==> src/rtl/core/wwsc_pkg.sv <==
package wwsc_pkg;

  localparam int POS_W  = 16;
  localparam int WIN_W  = 17;
  localparam int VAL_W  = 16;
  localparam int CNT_W  = 17;
  localparam int SUM_W  = 48;
  localparam int TAG_W  = 16;
  localparam int FAC_W  = CNT_W + 1;
  localparam int PROD_W = FAC_W + VAL_W;

  typedef enum logic [1:0] {
    CMD_LOAD  = 2'd0,
    CMD_QUERY = 2'd1,
    CMD_CLEAR = 2'd2,
    CMD_NONE  = 2'd3
  } cmd_t;

  typedef enum logic [3:0] {
    S_CLEAR,
    S_IDLE,
    S_DECODE,
    S_PLAN,
    S_ERD,
    S_HRD,
    S_UPD,
    S_ACC,
    S_LD_WR,
    S_FINISH,
    S_EMIT
  } state_t;

  typedef enum logic [1:0] {
    PH_WALK,
    PH_LD_OLD,
    PH_LD_NEW
  } phase_t;

  typedef enum logic [1:0] {
    STEP_EXT_STOP,
    STEP_EXT_START,
    STEP_SHR_STOP,
    STEP_SHR_START
  } step_t;

  typedef struct packed {
    logic  accept;
    logic  clr_wr;
    logic  step;
    step_t step_kind;
    logic  ld_pos;
    logic  elem_rd;
    logic  hist_rd;
    logic  use_lval;
    logic  hist_upd;
    logic  sum_acc;
    logic  elem_wr;
    logic  win_clear;
    logic  emit;
  } dp_cmd_t;

  typedef struct packed {
    logic clr_done;
    cmd_t req_cmd;
    logic ld_ok;
    logic ld_in_win;
    logic q_bad;
    logic ext_stop;
    logic ext_start;
    logic shr_stop;
    logic shr_start;
    logic out_free;
    logic win_ordered;
  } dp_status_t;

endpackage

==> src/rtl/core/wwsc_ctrl.sv <==
module wwsc_ctrl import wwsc_pkg::*; (
  input  logic       clk,
  input  logic       rst,
  input  logic       in_valid,
  input  dp_status_t st,
  output dp_cmd_t    ctl,
  output logic       in_stall
);

  state_t state, state_next;
  phase_t phase, phase_next;

  always_ff @(posedge clk) begin
    if (rst) begin
      state <= S_CLEAR;
      phase <= PH_WALK;
    end else begin
      state <= state_next;
      phase <= phase_next;
    end
  end

  always_comb begin
    state_next = state;
    phase_next = phase;
    case (state)
      S_CLEAR: begin
        if (st.clr_done) state_next = S_IDLE;
      end
      S_IDLE: begin
        if (in_valid) state_next = S_DECODE;
      end
      S_DECODE: begin
        phase_next = PH_WALK;
        case (st.req_cmd)
          CMD_LOAD: begin
            if (!st.ld_ok) begin
              state_next = S_IDLE;
            end else if (st.ld_in_win) begin
              phase_next = PH_LD_OLD;
              state_next = S_ERD;
            end else begin
              state_next = S_LD_WR;
            end
          end
          CMD_QUERY: state_next = st.q_bad ? S_EMIT : S_PLAN;
          CMD_CLEAR: state_next = S_PLAN;
          default:   state_next = S_IDLE;
        endcase
      end
      S_PLAN: begin
        if (st.ext_stop || st.ext_start || st.shr_stop || st.shr_start) begin
          state_next = S_ERD;
        end else begin
          state_next = S_FINISH;
        end
      end
      S_ERD: state_next = S_HRD;
      S_HRD: state_next = S_UPD;
      S_UPD: state_next = S_ACC;
      S_ACC: begin
        case (phase)
          PH_WALK:   state_next = S_PLAN;
          PH_LD_OLD: state_next = S_LD_WR;
          default:   state_next = S_IDLE;
        endcase
      end
      S_LD_WR: begin
        if (phase == PH_LD_OLD) begin
          phase_next = PH_LD_NEW;
          state_next = S_HRD;
        end else begin
          state_next = S_IDLE;
        end
      end
      S_FINISH: state_next = (st.req_cmd == CMD_CLEAR) ? S_IDLE : S_EMIT;
      S_EMIT: begin
        if (st.out_free) state_next = S_IDLE;
      end
      default: state_next = S_IDLE;
    endcase
  end

  always_comb begin
    ctl = '0;
    ctl.step_kind = STEP_EXT_STOP;
    case (state)
      S_CLEAR: ctl.clr_wr = 1'b1;
      S_IDLE:  ctl.accept = in_valid;
      S_DECODE: begin
        ctl.ld_pos = (st.req_cmd == CMD_LOAD) && st.ld_ok && st.ld_in_win;
      end
      S_PLAN: begin
        // extend before shrinking so counts never go negative
        ctl.step = st.ext_stop || st.ext_start || st.shr_stop || st.shr_start;
        if (st.ext_stop) begin
          ctl.step_kind = STEP_EXT_STOP;
        end else if (st.ext_start) begin
          ctl.step_kind = STEP_EXT_START;
        end else if (st.shr_stop) begin
          ctl.step_kind = STEP_SHR_STOP;
        end else begin
          ctl.step_kind = STEP_SHR_START;
        end
      end
      S_ERD: ctl.elem_rd = 1'b1;
      S_HRD: begin
        ctl.hist_rd  = 1'b1;
        ctl.use_lval = (phase == PH_LD_NEW);
      end
      S_UPD:    ctl.hist_upd  = 1'b1;
      S_ACC:    ctl.sum_acc   = 1'b1;
      S_LD_WR:  ctl.elem_wr   = 1'b1;
      S_FINISH: ctl.win_clear = (st.req_cmd == CMD_CLEAR);
      S_EMIT:   ctl.emit      = st.out_free;
      default: ;
    endcase
  end

  assign in_stall = (state != S_IDLE);

endmodule
==> config.mk <==
export PLATFORM = sky130hd
export DESIGN_NAME = wwsc_ctrl
export DESIGN_NICKNAME = d
export VERILOG_FILES = /design/src/rtl/core/wwsc_pkg.sv /design/src/rtl/core/wwsc_ctrl.sv
export SDC_FILE = /design/constraint.sdc
export NUM_CORES = 1
export LEC_CHECK = 0
export BUFFER_PORTS_ARGS = -buffer_cell sky130_fd_sc_hd__buf_2
export CAP_MARGIN = 10
export CORE_MARGIN = 1
export CORE_UTILIZATION = 30
export DETAILED_ROUTE_END_ITERATION = 8
export SYNTH_ARGS = -nofsm -noshare
export SYNTH_HDL_FRONTEND = slang
export SYNTH_SLANG_ARGS = --single-unit
==> constraint.sdc <==
create_clock -name clk -period 1.6 [get_ports clk]
set_input_delay 0 -clock clk [delete_from_list [all_inputs] [get_ports clk]]
set_output_delay 0 -clock clk [all_outputs]
set_load 0.05 [all_outputs]
== After elaboration in Yosys (flattened, before gate mapping) ==
Index checks and enable logic that the tools add are counted.

* Output and inout bits: 15
* Word-level logic and storage cells: 63
* Bits of input ports: 15
* Register bits after elaboration: 6

* Eq/ne operators: 19
* Muxes and demuxes: 31
* Reduce and logical (&&, ||, !) cells: 11

{| class="wikitable"
|+ Operator list
! operator !! count
|-
| $pmux 4 s11 || 1
|-
| $mux 4 || 8
|-
| $eq 4x3->1 const B || 4
|-
| $mux 1 || 13
|-
| $eq 4x4->1 const B || 3
|-
| $pmux 4 s3 || 1
|-
| $eq 4x2->1 const B || 2
|-
| $mux 2 || 4
|-
| $ne 2x2->1 const B || 4
|-
| $pmux 4 s2 || 1
|-
| $mux 3 || 2
|-
| $eq 2x1->1 const B || 2
|-
| $eq 2x2->1 const B || 2
|-
| $eq 4x1->1 const B || 1
|-
| $logic_not 2->1 || 2
|-
| $logic_not 4->1 || 1
|-
| $ne 4x1->1 const B || 1
|-
| $pmux 2 s2 || 1
|-
| $logic_or 1x1->1 || 3
|-
| $reduce_and 3->1 || 1
|-
| $logic_and 1x1->1 || 2
|-
| $reduce_and 2->1 || 1
|-
| $reduce_bool 2->1 || 1
|}

== Logic depth before layout (Yosys ltp) ==
Gate-level depths: netlist of the first run.

* Word-level depth: 5
* Depth in mapped cells: 6

== Worst setup path after synthesis of the first run ==
Ideal clock, no wire load.

* Kind: register to output
* Start point: register state[1]
* End point: output ctl[5] in the netlist's numbering
* Setup slack: -809 ps
* Buffers on the path: 2
* Data required time: 1600 ps
* Arrival: 2409 ps
* Stages on the path, launching flop included: 5
* Cell sequence: dfxtp_1 -> buf_4 -> clkbuf_1 -> nor3_1 -> and3b_1

{| class="wikitable"
|+ RTL lines
! element !! RTL line !! text
|-
| start, declared || wwsc_ctrl.sv:10 || <nowiki>state_t state, state_next;</nowiki>
|-
| start signal, assigned || wwsc_ctrl.sv:18 || <nowiki>state <= state_next;</nowiki>
|-
| end, declared || wwsc_ctrl.sv:6 || <nowiki>output dp_cmd_t ctl,</nowiki>
|}

==> results.md, run 1 <==
- PortBufs: 28
- Area delta synth->final: 33.6%
- Number of global-route vias before repair: about 820
- Slew HR: 70.8%
- Share of post-route cells with drive strength above 1: 37.9%
- Post-place setup slack: 104 ps
- CTS max path bufs: 2
- Avg WL per Cell: 12.3 um
- WS Path Type: reg -> out
- Final worst slack: 60.7 ps
- Yosys warning total: 0
- Mapped Area: 727 um2
- Predominant post-synthesis flop cell: dfxtp_1
- Reg area: between 100 and 150 um2
- Routability cong.: 0.875
- CTS tree: built
- First-pass GRT wire length: 3330 um
- GRT Total Usage: 16.7%
- Peak VDD IR: 0.000258 V
- Area of the multi-input gates: around 560 um2
- Final Net Count: 153
- Via count: 890
- RSZ-0062 raised after global routing: yes
- Pleak: 0.425 nW
- H-tree levels: 1
- EDFF count, synth: 0
- Library cells used by synthesis: 37
- Clk_lat worst skew: approximately 240 ps
- Synth Instances: 103
- Maximum fanout along the worst path: 11
- Final hold violation count: 0
- Ys async rst share: 0%
- WL final: 1970 um
- Yosys reg bits: 6
- Clock transition at path regs: 40 ps
- Die footprint: 2620 um2
- Hold Crit Class: in -> reg
- Grt total ovfl: 0
- DRT iter0 DRCs: 14
- Crit path launch type: flop
- Die Wd: 51.2 um
- Routed Antenna Nets: 0
- Clock skew: 2.20 ps
- Via density: about 5.6
- Fillers: 254
- Final setup fails: 0
- Max Cap Viol: 0
- Reg2Reg Setup Slack: roughly 230 ps
- Pins Over Slew Limit: 0
- Tmin final: 1540 ps
- Pwr Density: 501 nW/um2
- Sink Count: 6
- Seq/Total Area, Yosys: between 15 and 20%
- Worst setup EP type: output pin
- Worst-Margin Slew: approximately 430 ps
- Drt pass-1 iters: 4
- Fmax: ~650 MHz
- Status: finished clean
- CP required: 1600 ps
- Core Area: 2250 um2
- Setup_tns: 0 ps
- Syn nets: 122
- Largest net degree at the start of global routing: 16
- Rows: 17
- Synthesized area per cell: 7.06 um2
- Initial Utilization: 32.2%
- Post-detail-place hpwl: 1530 um
- Antenna violations before repair: 0
- Root Buffer: clkbuf_4
- Number of buffers created by CTS: 3
- Data arrival time of the worst path: 1540 ps
- Die height: 51.2 um
- Antenna cells: 0
- Remaining DRCs: 0
- Period utilisation layout: 96.2%
- I/O Pins: 30
cell type report:
class                   instances  share of cell area (%)
well taps                      28                    3.61
inverters                       6                    2.32
multi-input cells              82                    58.1
repair buffers                 35                    21.0
flip-flops and latches          6                    12.6
clock buffers                   3                    2.32
per-stage QoR:
stage               instance area [um2]  total power, W  utilization, %  cells  hold slack [ps]
floorplan                           757        0.000286               -    103             69.1
global placement                    930        0.000347            41.2    157              261
detailed placement                  930        0.000349            41.2    157              269
CTS                                 957        0.000494            42.5    160             7.94
global route                        971        0.000521            43.1    160             27.7
finish                              971        0.000486            43.1    160             16.1
cell usage after synthesis (2+ instances only):
| cell type | instances | share of area (%) |
|---|---|---|
| nand2_1 | 8 | 4.1 |
| nor3_1 | 8 | 5.5 |
| o21ai_0 | 8 | 5.5 |
| nor2_1 | 7 | 3.6 |
| a21oi_1 | 6 | 4.1 |
| dfxtp_1 | 6 | 17 |
| inv_1 | 6 | 3.1 |
| buf_4 | 5 | 5.2 |
| ha_1 | 4 | 6.9 |
| nand2b_1 | 3 | 2.6 |
| nor2b_1 | 3 | 2.6 |
| nor4_1 | 3 | 2.6 |
| o31ai_1 | 3 | 3.1 |
| a211oi_1 | 2 | 2.1 |
| a31oi_1 | 2 | 1.7 |
| and3_1 | 2 | 1.7 |
| buf_2 | 2 | 1.4 |
| clkbuf_1 | 2 | 1.0 |
| nand3_1 | 2 | 1.4 |
| nand4_1 | 2 | 1.7 |
| o31a_1 | 2 | 2.4 |
| or3_1 | 2 | 1.7 |
placed cells by master (no fill, tap or decap), types with 3 or more instances in the layout:
master    count
buf_2        25
nand2_1       8
o21ai_0       8
buf_4         7
inv_1         6
nor2_1        6
a21oi_1       6
nor3_1        5
clkbuf_4      5
ha_1          4
dfxtp_1       4
nor3_2        3
nor2b_1       3
o31ai_1       3
kinds of logic (layout without fill, tap and decap cells):
kind of cell    count (synthesis)  count (layout)  share of synthesized area, %
flops                           6               6                          16.5
simple gates                   47              47                          37.7
buf+inv                        15              44                          10.7
compound gates                 31              31                          28.2
fa+ha+maj                       4               4                          6.88
critical path: stages (launching register included):
cell	delay, ps
dfxtp_1	400
nand2b_2	280
buf_4	170
nor4_4	250
buf_6	200
flip-flops by register name, summed over array words and instances (netlist names):
register  count
state         4
phase         2
power by group:
group	switching (W)	total (W)	internal (W)	leakage (nW)
Clock	0.0000518	0.000136	0.0000846	0.0138
Combinational	0.000116	0.000182	0.0000662	0.361
Sequential	0.0000119	0.000168	0.000156	0.0494
path summary, 6_finish.rpt:
kind                  from  endpoint  cells after the start
hold reg to reg   phase[1]  phase[1]                      3
hold / removal         rst  phase[1]                      2
setup / recovery  state[3]    ctl[8]                      4
setup reg to reg  state[3]  phase[0]                      5
timing repair:
action | CTS | global route
endpoints found under the setup margin | 2 | 8
hold buffers | 0 | 0
setup buffers | 0 | 0
resized for setup | 2 | 6
hold endpoints to repair | 0 | 0
cloned | 0 | 0
layer usage:
metal,global-route usage [%],routed length [um],vias to the layer above
li1,-,-,444
met1,20.1,858,412
met2,27.0,982,34
met3,3.27,125,0
met4,10.8,0,0
met5,0,0,-
No activity file was read; power rests on OpenSTA's default activity.
==> inputs of run 2 (changes only) <==
Settings changed: ABC_AREA set to 1.
==> results.md, run 2 <==
- Root Buffer: clkbuf_4 (unchanged)
- FF-to-FF End: state[0] (was phase[0])
- Top post-synthesis cells by area: dfxtp_1 17%, nand2_1 13%, nor2_1 12% (was dfxtp_1 17%, ha_1 6.9%, nor3_1 5.5%)
- Antenna violations before repair: 0 (unchanged)
- Largest net degree at the start of global routing: 7 (was 16)
- RSZ-0062 raised after global routing: no (was yes)
- Via density: 4.53 (was 5.56)
- GRT Total Usage: 15.4% (was 16.7%)
- Worst-Margin Slew: 317 ps (was 428 ps)
- R2R depth: 7 (was 5)
- Routed Antenna Nets: 0 (unchanged)
- Fillers: 248 (was 254)
- Post-detail-place hpwl: 1490 um (was 1530 um)
- Rows: 17 (unchanged)
- Commonest cells after routing, fill and taps aside: 26 x buf_2, 24 x nand2_1, 21 x inv_1, 20 x nor2_1, 9 x nand3_1 (was 25 x buf_2, 8 x nand2_1, 8 x o21ai_0, 7 x buf_4)
- Area of the multi-input gates: 513 um2 (was 564 um2)
- Die height: 50.7 um (was 51.2 um)
- Crit path from: state[1] (was state[3])
- WL final: 1790 um (was 1970 um)
- Tmin final: 1470 ps (was 1540 ps)
- Avg WL per Cell: 9.81 um (was 12.3 um)
- Period utilisation layout: 91.9% (was 96.2%)
- Antenna cells: 0 (unchanged)
- Setup_tns: 0 ps (unchanged)
- Final core area utilization: 42.7% (was 43.1%)
- Area delta synth->final: 32.9% (was 33.6%)
- DRT iter0 DRCs: 12 (was 14)
- Family with the most delay on the worst path: buffers and inverters (was simple AND/OR/NAND/NOR gates)
- Hold Crit Class: in -> reg (unchanged)
- Clk_lat worst skew: 250 ps (was 240 ps)
- Share of post-route cells with drive strength above 1: 39.6% (was 37.9%)
- FF-to-FF Start: state[3] (unchanged)
- Via count: 825 (was 890)
- CTS max path bufs: 2 (unchanged)
- Worst Hold End: state[0] (was phase[1])
- WS Path Type: reg -> out (unchanged)
- Grt total ovfl: 0 (unchanged)
- Sink Count: 6 (unchanged)
- Slew HR: 78.9% (was 70.8%)
- Peak VDD IR: 0.000395 V (was 0.000258 V)
- Number of global-route vias before repair: 750 (was 817)
- Dpl cells: 178 (was 157)
- PortBufs: 28 (unchanged)
- Fmax: 680 MHz (was 650 MHz)
- Top cell type's share of synthesized area: 16.9% (was 16.5%)
- Post-synth top cells: 24 x nand2_1, 23 x nor2_1, 21 x inv_1 (was 8 x nand2_1, 8 x nor3_1, 8 x o21ai_0)
- Core Area: 2210 um2 (was 2250 um2)
- Top flop regs: state: 4 flops, phase: 2 flops (unchanged)
- Slowest CP cell: dfxtp_1 (unchanged)
- Yosys warning total: 0 (unchanged)
- Clock transition at path regs: 40 ps (about the same)
- Library cells used by synthesis: 22 (was 37)
- Clock skew: 0.100 ps (was 2.20 ps)
- EDFF count, synth: 0 (unchanged)
- Crit path buf inv count: 4 (was 2)
- Final Net Count: 175 (was 153)
- I/O Pins: 30 (unchanged)
- Largest register FFs: 4 (unchanged)
- Mapped Area: 711 um2 (was 727 um2)
- Maximum fanout along the worst path: 5 (was 11)
- H-tree levels: 1 (unchanged)
- Ys async rst share: 0% (unchanged)
- Worst setup EP type: output pin (unchanged)
- Remaining DRCs: 0 (unchanged)
- Die footprint: 2570 um2 (was 2620 um2)
- Seq/Total Area, Yosys: 16.9% (was 16.5%)
- Drt pass-1 iters: 4 (unchanged)
- Slowest stage delay, CP: 430 ps (was 400 ps)
- Synth Instances: 123 (was 103)
- Die Wd: 50.7 um (was 51.2 um)
- Routability cong.: 0.844 (was 0.875)
- Min-Delay Path Depth: 5 (was 2)
- CP required: 1600 ps (about the same)
- Reg2Reg Setup Slack: 340 ps (was 230 ps)
- Synthesized area per cell: 5.78 um2 (was 7.06 um2)
- Finished Layout Cells: 182 (was 160)
- Syn nets: 142 (was 122)
- Most frequent cell after synthesis: nand2_1
- Status: finished clean (unchanged)
- Predominant post-synthesis flop cell: dfxtp_1 (unchanged)
- Data arrival time of the worst path: 1470 ps (was 1540 ps)
- Yosys reg bits: 6 (unchanged)
- Yosys top cell by area: dfxtp_1 (unchanged)
- Final setup fails: 0 (unchanged)
- CTS tree: built (unchanged)
- Number of buffers created by CTS: 3 (unchanged)
- Pleak: 0.544 nW (was 0.425 nW)
- Largest Register: state (unchanged)
- Design area: 945 um2 (was 971 um2)
- Final hold violation count: 0 (unchanged)
- Placed inst area: 906 um2 (was 930 um2)
- Commonest non-fill, non-tap cell in the layout: buf_2 (unchanged)
- Max Cap Viol: 0 (unchanged)
- Crit path launch type: flop (unchanged)
- Final hold slack: 104 ps (was 16.1 ps)
- Reg area: 121 um2 (was 123 um2)
- Initial Utilization: 32.1% (was 32.2%)
- Pwr Density: 683 nW/um2 (was 501 nW/um2)
- Pins Over Slew Limit: 0 (unchanged)
- First-pass GRT wire length: 3010 um (was 3330 um)
- Most frequent CP cell: inv_1
- Worst path cell trace: nand2_1 > inv_1 > nand2_2 > inv_1 > nand2_1 > inv_1 > clkbuf_4 (was nand2b_2 > buf_4 > nor4_4 > buf_6)
- Worst Hold Launch: st[11] (was rst)
## run 2: changes by cell type after synthesis, moves of 5 or more
cell     previous run  this run
inv_1               6        21
o21ai_0             8         2
nand2_1             8        24
nor2_1              7        23
nand2_2             0         5
inv_2               0         5
nand3_1             2         9
## run 2: area by class of cell
class | instances | area share [%]
Multi-Input combinational cell | 90 | 54.3
Inverter | 26 | 10.3
Sequential cell | 6 | 12.8
Timing Repair Buffer | 29 | 16.4
Tap cell | 28 | 3.71
Clock buffer | 3 | 2.38
## run 2: metrics by stage
step,power [W],setup WS [ps]
global route,0.000701,14.8
detailed placement,0.000504,338
floorplan,0.000429,124
global placement,0.000503,345
CTS,0.000650,73.0
finish,0.000645,129
## run 2: kinds of logic after synthesis
kind of cell	synth area share, %
compound gates	9.33
buf+inv	14.8
simple gates	51.9
flops	16.9
fa+ha+maj	7.04
## run 2: worst max path at each step
stage	end	cells past startpoint	slack, ps
final	ctl[11]	7	130
after global routing	ctl[9]	5	10
after CTS	ctl[11]	7	70
after detailed placement	state[0]	7	340
after global placement	state[0]	7	350
after floorplan	ctl[13]	4	120
## run 2: what timing repair did
| action | CTS | global route |
|---|---|---|
| setup buffers | 0 | 0 |
| gates resized for setup | 0 | 3 |
| setup endpoints to repair | 0 | 2 |
| hold buffers | 1 | 0 |
| endpoints found under the hold margin | 1 | 0 |
## run 2: power breakdown
group | switching (W) | total, W | internal [W]
Sequential | 0.0000207 | 0.000184 | 0.000163
Combinational | 0.000228 | 0.000321 | 0.0000936
Clock | 0.0000556 | 0.000140 | 0.0000849
Total | 0.000304 | 0.000645 | 0.000342
## run 2: worst min-delay path, stage by stage
cell and delay (ps):
buf_2 100, inv_1 50, nand2_2 60, nand3_1 60
a21oi_1 40
## run 2: per-layer routing
| metal | vias to the layer above | routed length (um) | global-route usage [%] |
|---|---|---|---|
| met3 | 2 | 75 | 3.03 |
| met1 | 356 | 895 | 18.6 |
| met5 | - | 0 | 0 |
| met4 | 0 | 17 | 5.56 |
| met2 | 17 | 798 | 26.7 |
| li1 | 450 | - | - |
==> inputs of run 3 (changes only) <==
Settings changed: BUFFER_PORTS_ARGS -buffer_cell sky130_fd_sc_hd__buf_2 to -buffer_cell sky130_fd_sc_hd__buf_4.
Clock period 1.6 ns to 1.47 ns, I/O delays scaled along.
==> results.md, run 3 (synthesized netlist as in run 2, its figures left out) <==
- Status: finished clean (unchanged)
- Min-Delay Path Depth: 4 (was 5)
- Core Area: 2210 um2 (unchanged)
- Final setup fails: 0 (unchanged)
- Clock skew: 1.13 ps (was 0.100 ps)
- Period utilisation layout: approximately nine tenths
- Drt pass-1 iters: 4 (unchanged)
- Via density: 4.67 (was 4.53)
- PortBufs: 28 (unchanged)
- Largest Register: state (unchanged)
- Grt total ovfl: 0 (unchanged)
- Post-detail-place hpwl: 1590 um (was 1490 um)
- Antenna violations before repair: 0 (unchanged)
- Slew HR: 79.9% (was 78.9%)
- Commonest non-fill, non-tap cell in the layout: buf_4 (was buf_2)
- Remaining DRCs: 0 (unchanged)
- Hold Crit Class: in -> reg (unchanged)
- Pins Over Slew Limit: 0 (unchanged)
- Rows: 17 (unchanged)
- Fmax: between 700 and 800 MHz
- R2R depth: 7 (unchanged)
- Final Net Count: 175 (unchanged)
- Pwr Density: 719 nW/um2 (was 683 nW/um2)
- Number of global-route vias before repair: 785 (was 750)
- Clock power share: 20.4% (was 21.8%)
- Top flop regs: state: 4 flops, phase: 2 flops (unchanged)
- Sink Count: 6 (unchanged)
- Root Buffer: clkbuf_4 (unchanged)
- Worst-Margin Slew: 300 ps (was 317 ps)
- Die footprint: 2570 um2 (unchanged)
- Routed Antenna Nets: 0 (unchanged)
- WS Path Type: reg -> out (unchanged)
- Clock transition at path regs: 40 ps (about the same)
- Largest register FFs: 4 (unchanged)
- Peak VDD IR: 0.000536 V (was 0.000395 V)
- Die Wd: 50.7 um (unchanged)
- Worst setup EP type: output pin (unchanged)
- Initial Utilization: 32.1% (unchanged)
- RSZ-0062 raised after global routing: no (unchanged)
- Die height: 50.7 um (unchanged)
- H-tree levels: 1 (unchanged)
- Internal: 0.000397 W (was 0.000342 W)
- Setup_tns: 0 ps (unchanged)
- DRT iter0 DRCs: 27 (was 12)
- Pleak: 0.559 nW (was 0.544 nW)
- Maximum fanout along the worst path: 5 (unchanged)
- PnR Total Power: 0.000731 W (was 0.000645 W)
- Area delta synth->final: 43.0% (was 32.9%)
- Number of buffers created by CTS: 3 (unchanged)
- Avg WL per Cell: 9.96 um (was 9.81 um)
- Crit path launch type: flop (unchanged)
- Max Cap Viol: 0 (unchanged)
- CTS max path bufs: 2 (unchanged)
- Routability cong.: 0.825 (was 0.844)
- Antenna cells: 0 (unchanged)
- GRT Total Usage: 16.3% (was 15.4%)
- CTS tree: built (unchanged)
- I/O Pins: 30 (unchanged)
- CP required: 1470 ps (was 1600 ps)
- WL final: 1810 um (was 1790 um)
- Largest net degree at the start of global routing: 7 (unchanged)
- Via count: 850 (was 825)
- Data arrival time of the worst path: 1350 ps (was 1470 ps)
- Post-CTS setup buffer count: 0 (unchanged)
- Tmin final: 1350 ps
- Combinational share of power: 52.1% (was 49.8%)
- Part of the power in registers: 27.5% (was 28.5%)
- Share of post-route cells with drive strength above 1: 40.3% (was 39.6%)
- P_sw: 0.000334 W (was 0.000304 W)
- Final hold violation count: 0 (unchanged)
- Commonest cells after routing, fill and taps aside: 28 x buf_4, 24 x nand2_1, 21 x inv_1, 20 x nor2_1, 9 x nand3_1 (was 26 x buf_2, 24 x nand2_1, 21 x inv_1, 20 x nor2_1, 9 x nand3_1)
- First-pass GRT wire length: 3260 um (was 3010 um)
- Switching part of the total: 45.7% (was 47.1%)
- Clk_lat worst skew: 240 ps (was 250 ps)
==> run 3: stage by stage <==
| stage | cells | setup WS [ps] | area, um2 | hold WS, ps | util, % |
|---|---|---|---|---|---|
| 5_1_grt | 182 | 12.5 | 1020 | 131 | 45.9 |
| 2_1_floorplan | 123 | 5.28 | 743 | 62.4 | - |
| 3_5_place_dp | 178 | 185 | 981 | 205 | 44.3 |
| 6_report | 182 | 118 | 1020 | 112 | 45.9 |
| 3_3_place_gp | 178 | 194 | 981 | 199 | 44.3 |
| 4_1_cts | 182 | 0.608 | 1010 | 117 | 45.8 |
==> run 3: path summary, 6_finish.rpt <==
kind,startpoint,end,slack (ps)
setup / recovery,state[0],ctl[9],120
hold / removal,st[1],state[1],110
setup reg to reg,state[3],state[0],200
hold reg to reg,phase[1],phase[1],610
==> run 3: cell type report <==
class,count,area (um2)
Inverter,26,97.6
Fill cell,260,1200
Multi-Input combinational cell,90,518
Timing Repair Buffer,29,220
Clock buffer,3,22.5
Sequential cell,6,123
Tap cell,28,35.0
==> run 3: critical path, stage by stage (launching register included) <==
cell and delay (ps):
dfxtp_2 390, nand2_1 100, inv_1 120, nand2_2 110
a211oi_2 160, buf_4 220
==> run 3: timing repair <==
action,CTS,global route
hold buffers,1,0
setup endpoints to repair,0,4
hold endpoints to repair,4,0
gates resized for setup,0,2
==> run 3: routing by layer <==
layer / vias up / wire length (um) / GRT usage [%]
li1: 445 / - / -
met1: 370 / 853 / 22.3
met2: 32 / 826 / 26.9
met3: 3 / 115 / 1.82
met4: 0 / 17 / 4.17
met5: - / 0 / 0
==> run 3: power groups by stage <==
| stage | Clock (W) | Combinational, W | Sequential (W) |
|---|---|---|---|
| after CTS | 0.000156 | 0.000383 | 0.000198 |
| final | 0.000149 | 0.000381 | 0.000201 |
| after global placement | 0 | 0.000376 | 0.000201 |
| after floorplan | 0 | 0.000274 | 0.000197 |
| after detailed placement | 0 | 0.000380 | 0.000201 |
| after global routing | 0.000166 | 0.000429 | 0.000202 |
